`src/rtl/line_position_pd_steering_defines.svh`:
```
// Assertion macros shared by the steering block.
// Each macro expects signals named clk and rst_n in the scope where it is used.
`ifndef LINE_POSITION_PD_STEERING_DEFINES_SVH
`define LINE_POSITION_PD_STEERING_DEFINES_SVH

// Same-cycle implication, disabled while reset is asserted.
`define LPPS_ASSERT_IMP(label, ante, cons, msg) \
    label: assert property (@(posedge clk) disable iff (!rst_n) (ante) |-> (cons)) \
        else $error(msg);

// Next-cycle implication, disabled while reset is asserted.
`define LPPS_ASSERT_NXT(label, ante, cons, msg) \
    label: assert property (@(posedge clk) disable iff (!rst_n) (ante) |=> (cons)) \
        else $error(msg);

`endif

```
`src/rtl/lpps_pkg.sv`:
```
package lpps_pkg;

    localparam int SENSOR_COUNT   = 7;
    localparam int SAMPLE_BITS    = 12;
    localparam int STOP_BITS      = 12;
    localparam int GAIN_BITS      = 24;
    localparam int SPEED_BITS     = 16;
    localparam int ERR_BITS       = 11;
    localparam int DIFF_BITS      = ERR_BITS + 1;
    localparam int FRAC_BITS      = 8;
    localparam int COUNT_BITS     = 3;
    localparam int WSUM_BITS      = 5;
    localparam int THR_A_BITS     = 48;
    localparam int THR_B_BITS     = 36;
    localparam int THR_BITS       = THR_A_BITS + THR_B_BITS;

    // Serial divider: one quotient bit per step.
    localparam int DIV_STEPS      = WSUM_BITS + FRAC_BITS;
    localparam int DIV_CNT_BITS   = $clog2(DIV_STEPS + 1);
    localparam int QUOT_BITS      = ERR_BITS;

    // Serial multiplier: one multiplier bit of error and of difference per step.
    localparam int MULT_STEPS     = DIFF_BITS;
    localparam int MULT_CNT_BITS  = $clog2(MULT_STEPS + 1);
    localparam int ACC_BITS       = GAIN_BITS + DIFF_BITS + 2;
    localparam int PROD_SHIFT     = 16;
    localparam int MAG_BITS       = ACC_BITS - PROD_SHIFT;

    localparam int CFG_INDEX_BITS = 3;
    localparam int CFG_DATA_BITS  = 48;

    localparam logic [CFG_INDEX_BITS-1:0] REG_THR_A      = 3'd0;
    localparam logic [CFG_INDEX_BITS-1:0] REG_THR_B      = 3'd1;
    localparam logic [CFG_INDEX_BITS-1:0] REG_KP         = 3'd2;
    localparam logic [CFG_INDEX_BITS-1:0] REG_KD         = 3'd3;
    localparam logic [CFG_INDEX_BITS-1:0] REG_BASE_SPEED = 3'd4;
    localparam logic [CFG_INDEX_BITS-1:0] REG_STOP_LEVEL = 3'd5;

    localparam logic [STOP_BITS-1:0]        STOP_LEVEL_RESET = 12'd2500;
    localparam logic signed [ERR_BITS:0]    CENTER_Q         = 12'sd1024;
    localparam logic signed [ERR_BITS-1:0]  ONE_Q            = 11'sd256;
    localparam logic [SPEED_BITS-1:0]       SPEED_MAX        = 16'hFFFF;

    typedef enum logic [2:0] {
        ST_IDLE,
        ST_DIV_START,
        ST_DIV_WAIT,
        ST_ERR,
        ST_MULT_START,
        ST_MULT_WAIT,
        ST_MAG,
        ST_SPEED
    } lpps_state_t;

    typedef struct packed {
        logic busy;
        logic done;
    } lpps_unit_stat_t;

endpackage

```
`src/rtl/lpps_sample_if.sv`:
```
interface lpps_sample_if;
    logic                             valid;
    logic                             ready;
    logic [lpps_pkg::SAMPLE_BITS-1:0] sensor_0;
    logic [lpps_pkg::SAMPLE_BITS-1:0] sensor_1;
    logic [lpps_pkg::SAMPLE_BITS-1:0] sensor_2;
    logic [lpps_pkg::SAMPLE_BITS-1:0] sensor_3;
    logic [lpps_pkg::SAMPLE_BITS-1:0] sensor_4;
    logic [lpps_pkg::SAMPLE_BITS-1:0] sensor_5;
    logic [lpps_pkg::SAMPLE_BITS-1:0] sensor_6;
    logic [lpps_pkg::STOP_BITS-1:0]   stop_sensor;

    modport source (
        output valid, sensor_0, sensor_1, sensor_2, sensor_3, sensor_4, sensor_5, sensor_6,
        output stop_sensor,
        input  ready
    );
    modport sink (
        input  valid, sensor_0, sensor_1, sensor_2, sensor_3, sensor_4, sensor_5, sensor_6,
        input  stop_sensor,
        output ready
    );
endinterface

```
`src/rtl/lpps_result_if.sv`:
```
interface lpps_result_if;
    logic                                  valid;
    logic                                  ready;
    logic [lpps_pkg::SPEED_BITS-1:0]       left_speed;
    logic [lpps_pkg::SPEED_BITS-1:0]       right_speed;
    logic [lpps_pkg::SENSOR_COUNT-1:0]     line_bits;
    logic signed [lpps_pkg::ERR_BITS-1:0]  position_error;
    logic                                  stop;

    modport source (
        output valid, left_speed, right_speed, line_bits, position_error, stop,
        input  ready
    );
    modport sink (
        input  valid, left_speed, right_speed, line_bits, position_error, stop,
        output ready
    );
endinterface

```
`src/rtl/lpps_cfg_if.sv`:
```
interface lpps_cfg_if;
    logic                                valid;
    logic                                ready;
    logic [lpps_pkg::CFG_INDEX_BITS-1:0] index;
    logic [lpps_pkg::CFG_DATA_BITS-1:0]  data;

    modport source (output valid, index, data, input ready);
    modport sink (input valid, index, data, output ready);
endinterface

```
`src/rtl/lpps_divider.sv`:
```
// Restoring divider, one quotient bit per cycle, for the weighted sensor mean.
module lpps_divider (
    input  logic                               clk,
    input  logic                               rst_n,
    input  logic                               start,
    input  logic [lpps_pkg::WSUM_BITS-1:0]     dividend,
    input  logic [lpps_pkg::COUNT_BITS-1:0]    divisor,
    output logic [lpps_pkg::QUOT_BITS-1:0]     quotient,
    output lpps_pkg::lpps_unit_stat_t          stat
);
    localparam int STEPS    = lpps_pkg::DIV_STEPS;
    localparam int CNT_BITS = lpps_pkg::DIV_CNT_BITS;
    localparam int DEN_BITS = lpps_pkg::COUNT_BITS;
    localparam int FRAC     = lpps_pkg::FRAC_BITS;

    logic [STEPS-1:0]    num_reg, num_next;
    logic [STEPS-1:0]    quot_reg, quot_next;
    logic [DEN_BITS-1:0] rem_reg, rem_next;
    logic [DEN_BITS-1:0] den_reg, den_next;
    logic [CNT_BITS-1:0] cnt_reg, cnt_next;
    logic                busy_reg, busy_next;
    logic                done_reg, done_next;
    logic [DEN_BITS:0]   trial;
    logic [DEN_BITS:0]   trial_sub;
    logic                fits;

    always_comb
    begin
        trial     = {rem_reg, num_reg[STEPS-1]};
        trial_sub = trial - {1'b0, den_reg};
        fits      = (trial >= {1'b0, den_reg});
    end

    always_comb
    begin
        num_next  = num_reg;
        quot_next = quot_reg;
        rem_next  = rem_reg;
        den_next  = den_reg;
        cnt_next  = cnt_reg;
        busy_next = busy_reg;
        done_next = done_reg;
        if (start)
        begin
            num_next  = {dividend, {FRAC{1'b0}}};
            quot_next = '0;
            rem_next  = '0;
            den_next  = divisor;
            cnt_next  = CNT_BITS'(STEPS);
            busy_next = 1'b1;
            done_next = 1'b0;
        end
        else if (busy_reg)
        begin
            num_next  = {num_reg[STEPS-2:0], 1'b0};
            quot_next = {quot_reg[STEPS-2:0], fits};
            rem_next  = fits ? trial_sub[DEN_BITS-1:0] : trial[DEN_BITS-1:0];
            cnt_next  = cnt_reg - 1'b1;
            if (cnt_reg == CNT_BITS'(1))
            begin
                busy_next = 1'b0;
                done_next = 1'b1;
            end
        end
    end

    always_ff @(posedge clk or negedge rst_n)
    begin
        if (!rst_n)
        begin
            cnt_reg  <= '0;
            busy_reg <= 1'b0;
            done_reg <= 1'b0;
        end
        else
        begin
            cnt_reg  <= cnt_next;
            busy_reg <= busy_next;
            done_reg <= done_next;
        end
    end

    always_ff @(posedge clk)
    begin
        num_reg  <= num_next;
        quot_reg <= quot_next;
        rem_reg  <= rem_next;
        den_reg  <= den_next;
    end

    assign quotient  = quot_reg[lpps_pkg::QUOT_BITS-1:0];
    assign stat.busy = busy_reg;
    assign stat.done = done_reg;

endmodule

```
`src/rtl/lpps_pd_mult.sv`:
```
// Shift-and-add PD product. Error and error difference are scanned one bit per
// cycle, sign bit first, and both gains are added into one accumulator.
module lpps_pd_mult (
    input  logic                                 clk,
    input  logic                                 rst_n,
    input  logic                                 start,
    input  logic [lpps_pkg::GAIN_BITS-1:0]       kp,
    input  logic [lpps_pkg::GAIN_BITS-1:0]       kd,
    input  logic signed [lpps_pkg::ERR_BITS-1:0] err,
    input  logic signed [lpps_pkg::DIFF_BITS-1:0] diff,
    output logic signed [lpps_pkg::ACC_BITS-1:0] product,
    output lpps_pkg::lpps_unit_stat_t            stat
);
    localparam int STEPS    = lpps_pkg::MULT_STEPS;
    localparam int CNT_BITS = lpps_pkg::MULT_CNT_BITS;
    localparam int GAIN     = lpps_pkg::GAIN_BITS;
    localparam int ACC      = lpps_pkg::ACC_BITS;

    logic [STEPS-1:0]      e_sr_reg, e_sr_next;
    logic [STEPS-1:0]      d_sr_reg, d_sr_next;
    logic signed [ACC-1:0] acc_reg, acc_next;
    logic [CNT_BITS-1:0]   cnt_reg, cnt_next;
    logic                  busy_reg, busy_next;
    logic                  done_reg, done_next;
    logic [GAIN-1:0]       kp_sel;
    logic [GAIN-1:0]       kd_sel;
    logic [GAIN:0]         term;
    logic signed [ACC-1:0] term_ext;
    logic signed [ACC-1:0] acc_shift;
    logic                  sign_step;

    always_comb
    begin
        kp_sel    = e_sr_reg[STEPS-1] ? kp : '0;
        kd_sel    = d_sr_reg[STEPS-1] ? kd : '0;
        term      = {1'b0, kp_sel} + {1'b0, kd_sel};
        term_ext  = signed'({{(ACC-GAIN-1){1'b0}}, term});
        acc_shift = {acc_reg[ACC-2:0], 1'b0};
        // The first bit scanned is the two's complement sign bit, worth minus its weight.
        sign_step = (cnt_reg == CNT_BITS'(STEPS));
    end

    always_comb
    begin
        e_sr_next = e_sr_reg;
        d_sr_next = d_sr_reg;
        acc_next  = acc_reg;
        cnt_next  = cnt_reg;
        busy_next = busy_reg;
        done_next = done_reg;
        if (start)
        begin
            e_sr_next = {err[lpps_pkg::ERR_BITS-1], err};
            d_sr_next = diff;
            acc_next  = '0;
            cnt_next  = CNT_BITS'(STEPS);
            busy_next = 1'b1;
            done_next = 1'b0;
        end
        else if (busy_reg)
        begin
            e_sr_next = {e_sr_reg[STEPS-2:0], 1'b0};
            d_sr_next = {d_sr_reg[STEPS-2:0], 1'b0};
            acc_next  = sign_step ? (acc_shift - term_ext) : (acc_shift + term_ext);
            cnt_next  = cnt_reg - 1'b1;
            if (cnt_reg == CNT_BITS'(1))
            begin
                busy_next = 1'b0;
                done_next = 1'b1;
            end
        end
    end

    always_ff @(posedge clk or negedge rst_n)
    begin
        if (!rst_n)
        begin
            cnt_reg  <= '0;
            busy_reg <= 1'b0;
            done_reg <= 1'b0;
        end
        else
        begin
            cnt_reg  <= cnt_next;
            busy_reg <= busy_next;
            done_reg <= done_next;
        end
    end

    always_ff @(posedge clk)
    begin
        e_sr_reg <= e_sr_next;
        d_sr_reg <= d_sr_next;
        acc_reg  <= acc_next;
    end

    assign product   = acc_reg;
    assign stat.busy = busy_reg;
    assign stat.done = done_reg;

endmodule

```
`src/rtl/line_position_pd_steering.sv`:
```
// Line-position PD steering controller.
// The sample channel carries one sensor scan per beat: seven line samples and
// a stop-sensor sample. The result channel returns one beat per scan with both
// wheel speeds, the line pattern, the new line error and the stop flag.
// The configuration channel writes thresholds, gains, base speed and stop level
// by register index; it is always ready and must be written only while idle.
// A scan is accepted only while idle, so the next scan waits until the current
// one is through. The scan time is set by the serial divider (13 steps, one
// quotient bit each) that forms the mean line position and the serial
// multiplier (12 steps, one error bit each) that forms the PD term, plus the
// sequencing states.
// Reset clears the line error, the gains, thresholds and base speed, and sets
// the stop level to 2500. A finished result waits in an output register; the
// next scan can be accepted and worked on meanwhile, and the block holds its
// new result until the receiver takes the previous one.
`include "line_position_pd_steering_defines.svh"

module line_position_pd_steering (
    input  logic          clk,
    input  logic          rst_n,
    lpps_sample_if.sink   sample,
    lpps_result_if.source result,
    lpps_cfg_if.sink      cfg
);
    localparam int NSENS     = lpps_pkg::SENSOR_COUNT;
    localparam int SBITS     = lpps_pkg::SAMPLE_BITS;
    localparam int CBITS     = lpps_pkg::COUNT_BITS;
    localparam int WBITS     = lpps_pkg::WSUM_BITS;
    localparam int EBITS     = lpps_pkg::ERR_BITS;
    localparam int DBITS     = lpps_pkg::DIFF_BITS;
    localparam int ABITS     = lpps_pkg::ACC_BITS;
    localparam int MBITS     = lpps_pkg::MAG_BITS;
    localparam int VBITS     = lpps_pkg::SPEED_BITS;
    localparam int HBITS     = MBITS + 1;

    // Configuration registers.
    logic [lpps_pkg::THR_A_BITS-1:0] thr_a_reg;
    logic [lpps_pkg::THR_B_BITS-1:0] thr_b_reg;
    logic [lpps_pkg::GAIN_BITS-1:0]  kp_reg;
    logic [lpps_pkg::GAIN_BITS-1:0]  kd_reg;
    logic [VBITS-1:0]                base_reg;
    logic [lpps_pkg::STOP_BITS-1:0]  stop_level_reg;

    // Sequencer and per-scan state.
    lpps_pkg::lpps_state_t state_reg, state_next;
    logic [NSENS-1:0]        bits_reg;
    logic                    stop_reg;
    logic [CBITS-1:0]        count_reg;
    logic [WBITS-1:0]        wsum_reg;
    logic signed [EBITS-1:0] err_reg;
    logic signed [DBITS-1:0] diff_reg;
    logic signed [EBITS-1:0] line_error_reg;
    logic [MBITS-1:0]        mag_reg;

    // Output register.
    logic                    out_valid_reg;
    logic [VBITS-1:0]        left_reg;
    logic [VBITS-1:0]        right_reg;
    logic [NSENS-1:0]        line_bits_reg;
    logic signed [EBITS-1:0] pos_err_reg;
    logic                    stop_out_reg;

    // Sequencer outputs.
    logic in_ready;
    logic div_start;
    logic mult_start;
    logic load;
    logic accept;

    logic [SBITS-1:0]              samples [NSENS];
    logic [lpps_pkg::THR_BITS-1:0] thr_all;
    logic [NSENS-1:0]              bits_in;
    logic [CBITS-1:0]              count_in;
    logic [WBITS-1:0]              wsum_in;
    logic                          stop_in;

    logic [lpps_pkg::QUOT_BITS-1:0] quotient;
    lpps_pkg::lpps_unit_stat_t      div_stat;
    logic signed [ABITS-1:0]        product;
    lpps_pkg::lpps_unit_stat_t      mult_stat;

    logic signed [EBITS:0]   mean_err;
    logic signed [EBITS-1:0] err_new;
    logic signed [DBITS-1:0] diff_new;
    logic [ABITS-1:0]        prod_abs;
    logic [HBITS-1:0]        high_sum;
    logic [VBITS-1:0]        high_speed;
    logic [VBITS-1:0]        low_speed;
    logic [VBITS-1:0]        left_next;
    logic [VBITS-1:0]        right_next;

    // ------------------------------------------------------------------
    // Configuration writes. The channel never stalls.
    // ------------------------------------------------------------------
    assign cfg.ready = 1'b1;

    always_ff @(posedge clk or negedge rst_n)
    begin
        if (!rst_n)
        begin
            thr_a_reg      <= '0;
            thr_b_reg      <= '0;
            kp_reg         <= '0;
            kd_reg         <= '0;
            base_reg       <= '0;
            stop_level_reg <= lpps_pkg::STOP_LEVEL_RESET;
        end
        else if (cfg.valid && cfg.ready)
        begin
            case (cfg.index)
                lpps_pkg::REG_THR_A:      thr_a_reg      <= cfg.data[lpps_pkg::THR_A_BITS-1:0];
                lpps_pkg::REG_THR_B:      thr_b_reg      <= cfg.data[lpps_pkg::THR_B_BITS-1:0];
                lpps_pkg::REG_KP:         kp_reg         <= cfg.data[lpps_pkg::GAIN_BITS-1:0];
                lpps_pkg::REG_KD:         kd_reg         <= cfg.data[lpps_pkg::GAIN_BITS-1:0];
                lpps_pkg::REG_BASE_SPEED: base_reg       <= cfg.data[VBITS-1:0];
                lpps_pkg::REG_STOP_LEVEL: stop_level_reg <= cfg.data[lpps_pkg::STOP_BITS-1:0];
                default:                  ;
            endcase
        end
    end

    // ------------------------------------------------------------------
    // Threshold compare, sensor count and weighted position sum of a scan.
    // Sensor i carries position weight i+1.
    // ------------------------------------------------------------------
    assign samples[0] = sample.sensor_0;
    assign samples[1] = sample.sensor_1;
    assign samples[2] = sample.sensor_2;
    assign samples[3] = sample.sensor_3;
    assign samples[4] = sample.sensor_4;
    assign samples[5] = sample.sensor_5;
    assign samples[6] = sample.sensor_6;
    assign thr_all    = {thr_b_reg, thr_a_reg};

    always_comb
    begin
        bits_in  = '0;
        count_in = '0;
        wsum_in  = '0;
        for (int i = 0; i < NSENS; i++)
        begin
            bits_in[i] = (samples[i] >= thr_all[i*SBITS +: SBITS]);
            count_in   = count_in + CBITS'(bits_in[i]);
            wsum_in    = wsum_in + (bits_in[i] ? WBITS'(i + 1) : WBITS'(0));
        end
        stop_in = (sample.stop_sensor < stop_level_reg);
    end

    assign accept = sample.valid && sample.ready;

    // ------------------------------------------------------------------
    // Sequencer: next state.
    // ------------------------------------------------------------------
    always_comb
    begin
        state_next = state_reg;
        case (state_reg)
            lpps_pkg::ST_IDLE:       if (sample.valid) state_next = lpps_pkg::ST_DIV_START;
            lpps_pkg::ST_DIV_START:  state_next = lpps_pkg::ST_DIV_WAIT;
            lpps_pkg::ST_DIV_WAIT:   if (div_stat.done) state_next = lpps_pkg::ST_ERR;
            lpps_pkg::ST_ERR:        state_next = lpps_pkg::ST_MULT_START;
            lpps_pkg::ST_MULT_START: state_next = lpps_pkg::ST_MULT_WAIT;
            lpps_pkg::ST_MULT_WAIT:  if (mult_stat.done) state_next = lpps_pkg::ST_MAG;
            lpps_pkg::ST_MAG:        state_next = lpps_pkg::ST_SPEED;
            lpps_pkg::ST_SPEED:      if (!out_valid_reg || result.ready) state_next = lpps_pkg::ST_IDLE;
            default:                 state_next = lpps_pkg::ST_IDLE;
        endcase
    end

    // ------------------------------------------------------------------
    // Sequencer: outputs.
    // ------------------------------------------------------------------
    always_comb
    begin
        in_ready   = 1'b0;
        div_start  = 1'b0;
        mult_start = 1'b0;
        load       = 1'b0;
        case (state_reg)
            lpps_pkg::ST_IDLE:       in_ready   = 1'b1;
            lpps_pkg::ST_DIV_START:  div_start  = 1'b1;
            lpps_pkg::ST_MULT_START: mult_start = 1'b1;
            lpps_pkg::ST_SPEED:      load       = !out_valid_reg || result.ready;
            default:                 ;
        endcase
    end

    assign sample.ready = in_ready;

    always_ff @(posedge clk or negedge rst_n)
    begin
        if (!rst_n)
        begin
            state_reg <= lpps_pkg::ST_IDLE;
        end
        else
        begin
            state_reg <= state_next;
        end
    end

    // ------------------------------------------------------------------
    // Mean position: weighted sum times 256 over the sensor count.
    // A zero count still runs the divider, but its quotient is not used.
    // ------------------------------------------------------------------
    lpps_divider u_divider (
        .clk      (clk),
        .rst_n    (rst_n),
        .start    (div_start),
        .dividend (wsum_reg),
        .divisor  (count_reg),
        .quotient (quotient),
        .stat     (div_stat)
    );

    // New line error. An empty pattern keeps a large error so the robot keeps
    // turning toward where the line was last seen; a full pattern centers it.
    always_comb
    begin
        mean_err = signed'({1'b0, quotient}) - lpps_pkg::CENTER_Q;
        if (count_reg == '0)
        begin
            if (line_error_reg >= lpps_pkg::ONE_Q || line_error_reg <= -lpps_pkg::ONE_Q)
            begin
                err_new = line_error_reg;
            end
            else
            begin
                err_new = '0;
            end
        end
        else if (count_reg == CBITS'(NSENS))
        begin
            err_new = '0;
        end
        else
        begin
            err_new = mean_err[EBITS-1:0];
        end
        diff_new = {err_new[EBITS-1], err_new} - {line_error_reg[EBITS-1], line_error_reg};
    end

    // ------------------------------------------------------------------
    // PD term: kp * error + kd * (error - previous error), Q.16.
    // ------------------------------------------------------------------
    lpps_pd_mult u_pd_mult (
        .clk     (clk),
        .rst_n   (rst_n),
        .start   (mult_start),
        .kp      (kp_reg),
        .kd      (kd_reg),
        .err     (err_reg),
        .diff    (diff_reg),
        .product (product),
        .stat    (mult_stat)
    );

    // Magnitude truncates toward zero, then the wheel speeds saturate.
    always_comb
    begin
        prod_abs   = product[ABITS-1] ? ABITS'(-product) : ABITS'(product);
        high_sum   = {{(HBITS-VBITS){1'b0}}, base_reg} + {1'b0, mag_reg};
        high_speed = (high_sum > HBITS'(lpps_pkg::SPEED_MAX)) ? lpps_pkg::SPEED_MAX
                                                             : high_sum[VBITS-1:0];
        low_speed  = (mag_reg >= MBITS'(base_reg)) ? '0 : (base_reg - mag_reg[VBITS-1:0]);
        if (err_reg[EBITS-1])
        begin
            left_next  = low_speed;
            right_next = high_speed;
        end
        else
        begin
            left_next  = high_speed;
            right_next = low_speed;
        end
        if (stop_reg)
        begin
            left_next  = '0;
            right_next = '0;
        end
    end

    // ------------------------------------------------------------------
    // Per-scan datapath registers.
    // ------------------------------------------------------------------
    always_ff @(posedge clk)
    begin
        if (accept)
        begin
            bits_reg  <= bits_in;
            count_reg <= count_in;
            wsum_reg  <= wsum_in;
            stop_reg  <= stop_in;
        end
        if (state_reg == lpps_pkg::ST_ERR)
        begin
            err_reg  <= err_new;
            diff_reg <= diff_new;
        end
        if (state_reg == lpps_pkg::ST_MAG)
        begin
            mag_reg <= prod_abs[ABITS-1:lpps_pkg::PROD_SHIFT];
        end
        if (load)
        begin
            left_reg      <= left_next;
            right_reg     <= right_next;
            line_bits_reg <= bits_reg;
            pos_err_reg   <= err_reg;
            stop_out_reg  <= stop_reg;
        end
    end

    // The line error is also the previous error of the next scan.
    always_ff @(posedge clk or negedge rst_n)
    begin
        if (!rst_n)
        begin
            line_error_reg <= '0;
            out_valid_reg  <= 1'b0;
        end
        else
        begin
            if (load)
            begin
                line_error_reg <= err_reg;
            end
            if (load)
            begin
                out_valid_reg <= 1'b1;
            end
            else if (result.ready)
            begin
                out_valid_reg <= 1'b0;
            end
        end
    end

    assign result.valid          = out_valid_reg;
    assign result.left_speed     = left_reg;
    assign result.right_speed    = right_reg;
    assign result.line_bits      = line_bits_reg;
    assign result.position_error = pos_err_reg;
    assign result.stop           = stop_out_reg;

    // ------------------------------------------------------------------
    // Assertions.
    // ------------------------------------------------------------------
    `LPPS_ASSERT_IMP(a_stop_zero_speed, result.valid && result.stop,
        result.left_speed == '0 && result.right_speed == '0, "speed reported while stopped")
    `LPPS_ASSERT_IMP(a_err_in_range, state_reg == lpps_pkg::ST_MULT_START,
        err_reg <= 11'sd768 && err_reg >= -11'sd768, "line error out of range")
    `LPPS_ASSERT_NXT(a_accept_starts_div, accept,
        state_reg == lpps_pkg::ST_DIV_START && !sample.ready, "scan accepted without divide")
    `LPPS_ASSERT_NXT(a_load_shows_result, load,
        result.valid && state_reg == lpps_pkg::ST_IDLE, "loaded result not presented")

endmodule
```
`src/flat_wrapper.sv`:
```
// flat-port wrapper written by rule: the top's interface ports become plain ports
module line_position_pd_steering_flat 
  (clk, rst_n, sample_valid, sample_sensor_0, sample_sensor_1, sample_sensor_2, sample_sensor_3, sample_sensor_4, sample_sensor_5, sample_sensor_6, sample_stop_sensor, sample_ready, result_valid, result_left_speed, result_right_speed, result_line_bits, result_position_error, result_stop, result_ready, cfg_valid, cfg_index, cfg_data, cfg_ready);
  lpps_sample_if sample_i ();
  lpps_result_if result_i ();
  lpps_cfg_if cfg_i ();
  input  logic clk;
  input  logic rst_n;
  input wire logic [$bits(sample_i.valid)-1:0] sample_valid;
  input wire logic [$bits(sample_i.sensor_0)-1:0] sample_sensor_0;
  input wire logic [$bits(sample_i.sensor_1)-1:0] sample_sensor_1;
  input wire logic [$bits(sample_i.sensor_2)-1:0] sample_sensor_2;
  input wire logic [$bits(sample_i.sensor_3)-1:0] sample_sensor_3;
  input wire logic [$bits(sample_i.sensor_4)-1:0] sample_sensor_4;
  input wire logic [$bits(sample_i.sensor_5)-1:0] sample_sensor_5;
  input wire logic [$bits(sample_i.sensor_6)-1:0] sample_sensor_6;
  input wire logic [$bits(sample_i.stop_sensor)-1:0] sample_stop_sensor;
  output wire logic [$bits(sample_i.ready)-1:0] sample_ready;
  output wire logic [$bits(result_i.valid)-1:0] result_valid;
  output wire logic [$bits(result_i.left_speed)-1:0] result_left_speed;
  output wire logic [$bits(result_i.right_speed)-1:0] result_right_speed;
  output wire logic [$bits(result_i.line_bits)-1:0] result_line_bits;
  output wire logic [$bits(result_i.position_error)-1:0] result_position_error;
  output wire logic [$bits(result_i.stop)-1:0] result_stop;
  input wire logic [$bits(result_i.ready)-1:0] result_ready;
  input wire logic [$bits(cfg_i.valid)-1:0] cfg_valid;
  input wire logic [$bits(cfg_i.index)-1:0] cfg_index;
  input wire logic [$bits(cfg_i.data)-1:0] cfg_data;
  output wire logic [$bits(cfg_i.ready)-1:0] cfg_ready;
  assign sample_i.valid = sample_valid;
  assign sample_i.sensor_0 = sample_sensor_0;
  assign sample_i.sensor_1 = sample_sensor_1;
  assign sample_i.sensor_2 = sample_sensor_2;
  assign sample_i.sensor_3 = sample_sensor_3;
  assign sample_i.sensor_4 = sample_sensor_4;
  assign sample_i.sensor_5 = sample_sensor_5;
  assign sample_i.sensor_6 = sample_sensor_6;
  assign sample_i.stop_sensor = sample_stop_sensor;
  assign sample_ready = sample_i.ready;
  assign result_valid = result_i.valid;
  assign result_left_speed = result_i.left_speed;
  assign result_right_speed = result_i.right_speed;
  assign result_line_bits = result_i.line_bits;
  assign result_position_error = result_i.position_error;
  assign result_stop = result_i.stop;
  assign result_i.ready = result_ready;
  assign cfg_i.valid = cfg_valid;
  assign cfg_i.index = cfg_index;
  assign cfg_i.data = cfg_data;
  assign cfg_ready = cfg_i.ready;
  line_position_pd_steering u_core (.clk(clk), .rst_n(rst_n), .sample(sample_i), .result(result_i), .cfg(cfg_i));
endmodule
```
`config.mk`:
```
export PLATFORM = sky130hd
export DESIGN_NAME = line_position_pd_steering_flat
export DESIGN_NICKNAME = d
export VERILOG_FILES = /design/src/rtl/lpps_pkg.sv /design/src/rtl/lpps_sample_if.sv /design/src/rtl/lpps_result_if.sv /design/src/rtl/lpps_cfg_if.sv /design/src/rtl/lpps_divider.sv /design/src/rtl/lpps_pd_mult.sv /design/src/rtl/line_position_pd_steering.sv /design/src/flat_wrapper.sv
export VERILOG_INCLUDE_DIRS = /design/src /design/src/rtl
export SDC_FILE = /design/constraint.sdc
export NUM_CORES = 1
export LEC_CHECK = 0
export CORE_MARGIN = 4
export CORE_UTILIZATION = 65
export CTS_CLUSTER_DIAMETER = 60
export CTS_CLUSTER_SIZE = 30
export DETAILED_ROUTE_END_ITERATION = 10
export DONT_BUFFER_PORTS = 1
export PLACE_DENSITY = 0.86
export SLEW_MARGIN = 15
export SYNTH_ARGS = -nofsm -noshare
export SYNTH_HDL_FRONTEND = slang
export SYNTH_HIERARCHICAL = 1
export SYNTH_SLANG_ARGS = --single-unit
```
`constraint.sdc`:
```
create_clock -name clk -period 6.4 [get_ports clk]
set_clock_uncertainty 0.15 [all_clocks]
set_input_delay 0.32 -clock clk [delete_from_list [all_inputs] [get_ports clk]]
set_output_delay 0.32 -clock clk [all_outputs]
set_load 0.005 [all_outputs]
```
==> out/metrics.csv <==
stage,metric,value,unit
outcome,outcome,"complete, no violations",
global_routing,grt_pass1_wl,106.4,mm
power_and_ir_drop,switching_share,46.71,%
route,drt_wl_total,66.88,mm
power_and_ir_drop,irDropWorstVdd,0.2759,mV
worst_setup_path,worstPathRequired,6.75,ns
route,drt_pre_antenna_iters,6,
clock_network,root_buffer,clkbuf_16,
die,rows,71,
sta,setup_viol,0,
die,ios,206,
sta,fin_crit_sh,92.38,%
power_and_ir_drop,power_density,547.2,mW/mm²
global_routing,grt_overflow,0,
logic_synthesis,syn-num-nets,3033,
route,detail_route.iter0.violations,2142,
power_and_ir_drop,internal-power,0.007948,W
power_and_ir_drop,p_clk_share,14.5,%
clock_network,cts_tree,built,
finish,drive_above_1_share,9.029,%
global_routing,use_met2,53.17,%
placement,io_buffers,0,
global_routing,grt_start_max_net_pins,188,
route,dr_total_vias,20360,
logic_synthesis,synthCells,2621,
clock_network,cts_buffers,31,
global_routing,antenna_found_initial,8,
worst_setup_path,path_class,flop to flop,
sta,hold_violations,0,
worst_setup_path,cp.arrival,6.26,ns
die,start_util,66.29,%
route,avgRoutedWirePerCell,21.22,µm
sta,drv_slew,0,
sta,finalSetupTns,0,ns
worst_setup_path,worstRegToRegCells,20,
sta,layout_min_cycle_time,5.912,ns
power_and_ir_drop,combPwrFrac,56.8,%
sta,fmax,169.1,MHz
global_routing,busiest_layer,met2,
die,die_h,204.7,µm
route,viasPerCell,6.462,
sta,worst_pin_slew,1.065,ns
global_routing,globalRouteMet3Util,5.256,%
logic_synthesis,syn_area,0.02515,mm²
die,die_width,204.7,µm
sta,rsz0062_at_grt,no,
sta,setup_ws,0.4878,ns
hold_path,whs_path_depth,3,
power_and_ir_drop,power.switching,0.006966,W
worst_setup_path,crit_path_max_fanout,24,
route,drc,0,
clock_network,cts_sinks,383,
sta,whs,0.02857,ns
hold_path,hold_path_class,input pin to flop,
finish,area_delta_synth_final,8.384,%
finish,largest_register_ffs,48,
route,postRouteAntennaNets,0,
placement,routabilityCongestion,1.021,
clock_network,clock_insertion_delay_worst_skew,0.61,ns
global_routing,gr-usage-met1,41.17,%
power_and_ir_drop,p_leak,11.70,nW
logic_synthesis,avgSynthCellArea,9.594,µm²
sta,relSlewSlack,28.98,%
placement,hpwl,47.69,mm
die,dieArea,0.04190,mm²
worst_setup_path,start_kind,flop,
finish,layout_common_cells,"ha_1 (243), nand2_1 (239), inv_1 (234)",
global_routing,grt_pass1_vias,19920,
clock_network,cts-htree-levels,1,
global_routing,grt_usage,31.33,%
power_and_ir_drop,seq_power_share,28.7,%
finish,final_common_cell,ha_1,
placement,pre_cts_slack,0.5932,ns
finish,fill_cells,2608,
clock_network,clockBufferDepth,3,
finish,layout.nets,3023,
job,maxCapViolCount,0,
die,core_area,0.03793,mm²
clock_network,cts.clk_slew.worst_paths,0.08,ns
worst_setup_path,critPathCaptureType,flop,
clock_network,cts_resized,0,
logic_synthesis,yosysWarnings,6,
[final timing paths]
check                                                        start                                   endpoint  slack, ns
hold reg to reg                       u_core/bits_reg[1]$_DFFE_PP_       u_core/result.line_bits[1]$_DFFE_PP_       0.27
setup reg to reg           u_core/u_pd_mult/d_sr_reg[11]$_DFFE_PP_  u_core/u_pd_mult/product[31]$_SDFFE_PP0P_       0.49
max in group asynchronous                                    rst_n            u_core/base_reg[15]$_DFFE_PN0P_       5.03
min in group asynchronous                                    rst_n              u_core/kd_reg[20]$_DFFE_PN0P_       0.19
setup / recovery           u_core/u_pd_mult/d_sr_reg[11]$_DFFE_PP_  u_core/u_pd_mult/product[31]$_SDFFE_PP0P_       0.49
hold / removal                                        cfg_index[0]             u_core/base_reg[8]$_DFFE_PN0P_       0.03
[critical path, cell delays in order (launching register included)]
cell and delay, ns:
edfxtp_1 0.73, and2_1 0.24, ha_1 0.21, inv_1 0.07
fa_1 0.40, nor2b_1 0.12, o21ai_0 0.16, a211oi_1 0.36
nand3b_1 0.20, a21oi_1 0.12, o31ai_1 0.27, a21oi_1 0.18
o21ai_0 0.32, ha_1 0.35, a21oi_1 0.14, o21ai_0 0.13
or3_1 0.39, o21ai_1 0.50, o21ai_0 0.25, o2111a_1 0.20
a2111oi_2 0.32
[cell type report]
class | count | area (µm²) | share of cell area [%]
Inverter | 237 | 889.6 | 3.264
Sequential cell | 383 | 10050 | 36.88
Clock inverter | 26 | 407.9 | 1.497
Timing Repair Buffer | 71 | 683.2 | 2.507
Antenna cell | 4 | 10.01 | 0.03673
Multi-Input combinational cell | 1887 | 13790 | 50.61
Clock buffer | 32 | 779.5 | 2.860
Tap cell | 511 | 639.4 | 2.346
[per-layer routing]
layer / routed length (µm) / vias to the layer above / share of wire (%)
met2: 32010 / 977 / 48
met5: 53 / - / 0.079
met3: 5468 / 200 / 8.2
met4: 2487 / 8 / 3.7
li1: - / 9335 / -
met1: 26860 / 9843 / 40
[power groups by stage]
stage               combinational (W)  sequential [W]  clock, W
finish                        0.00847         0.00427   0.00217
global route                  0.00928         0.00436   0.00229
CTS                           0.00820         0.00426   0.00219
detailed placement            0.00805         0.00431         0
global placement              0.00776         0.00426         0
floorplan                     0.00646         0.00397         0
[through the flow]
| stage | power (W) | utilization, % | cells | instance area, µm² |
|---|---|---|---|---|
| 5_1_grt | 0.01594 | 71.84 | 3150 | 27250 |
| 4_1_cts | 0.01465 | 71.71 | 3146 | 27200 |
| 2_1_floorplan | 0.01043 | - | 2621 | 25150 |
| 6_report | 0.01491 | 71.85 | 3151 | 27250 |
| 3_5_place_dp | 0.01236 | 67.14 | 3035 | 25470 |
| 3_3_place_gp | 0.01202 | 67.14 | 3035 | 25470 |
[timing repair]
item                       4_1_cts  5_1_grt
hold endpoints to repair       349        0
buffers inserted                 0        1
setup endpoints to repair        0        1
hold buffers                    53        0
(Power assumes the default switching activity.)
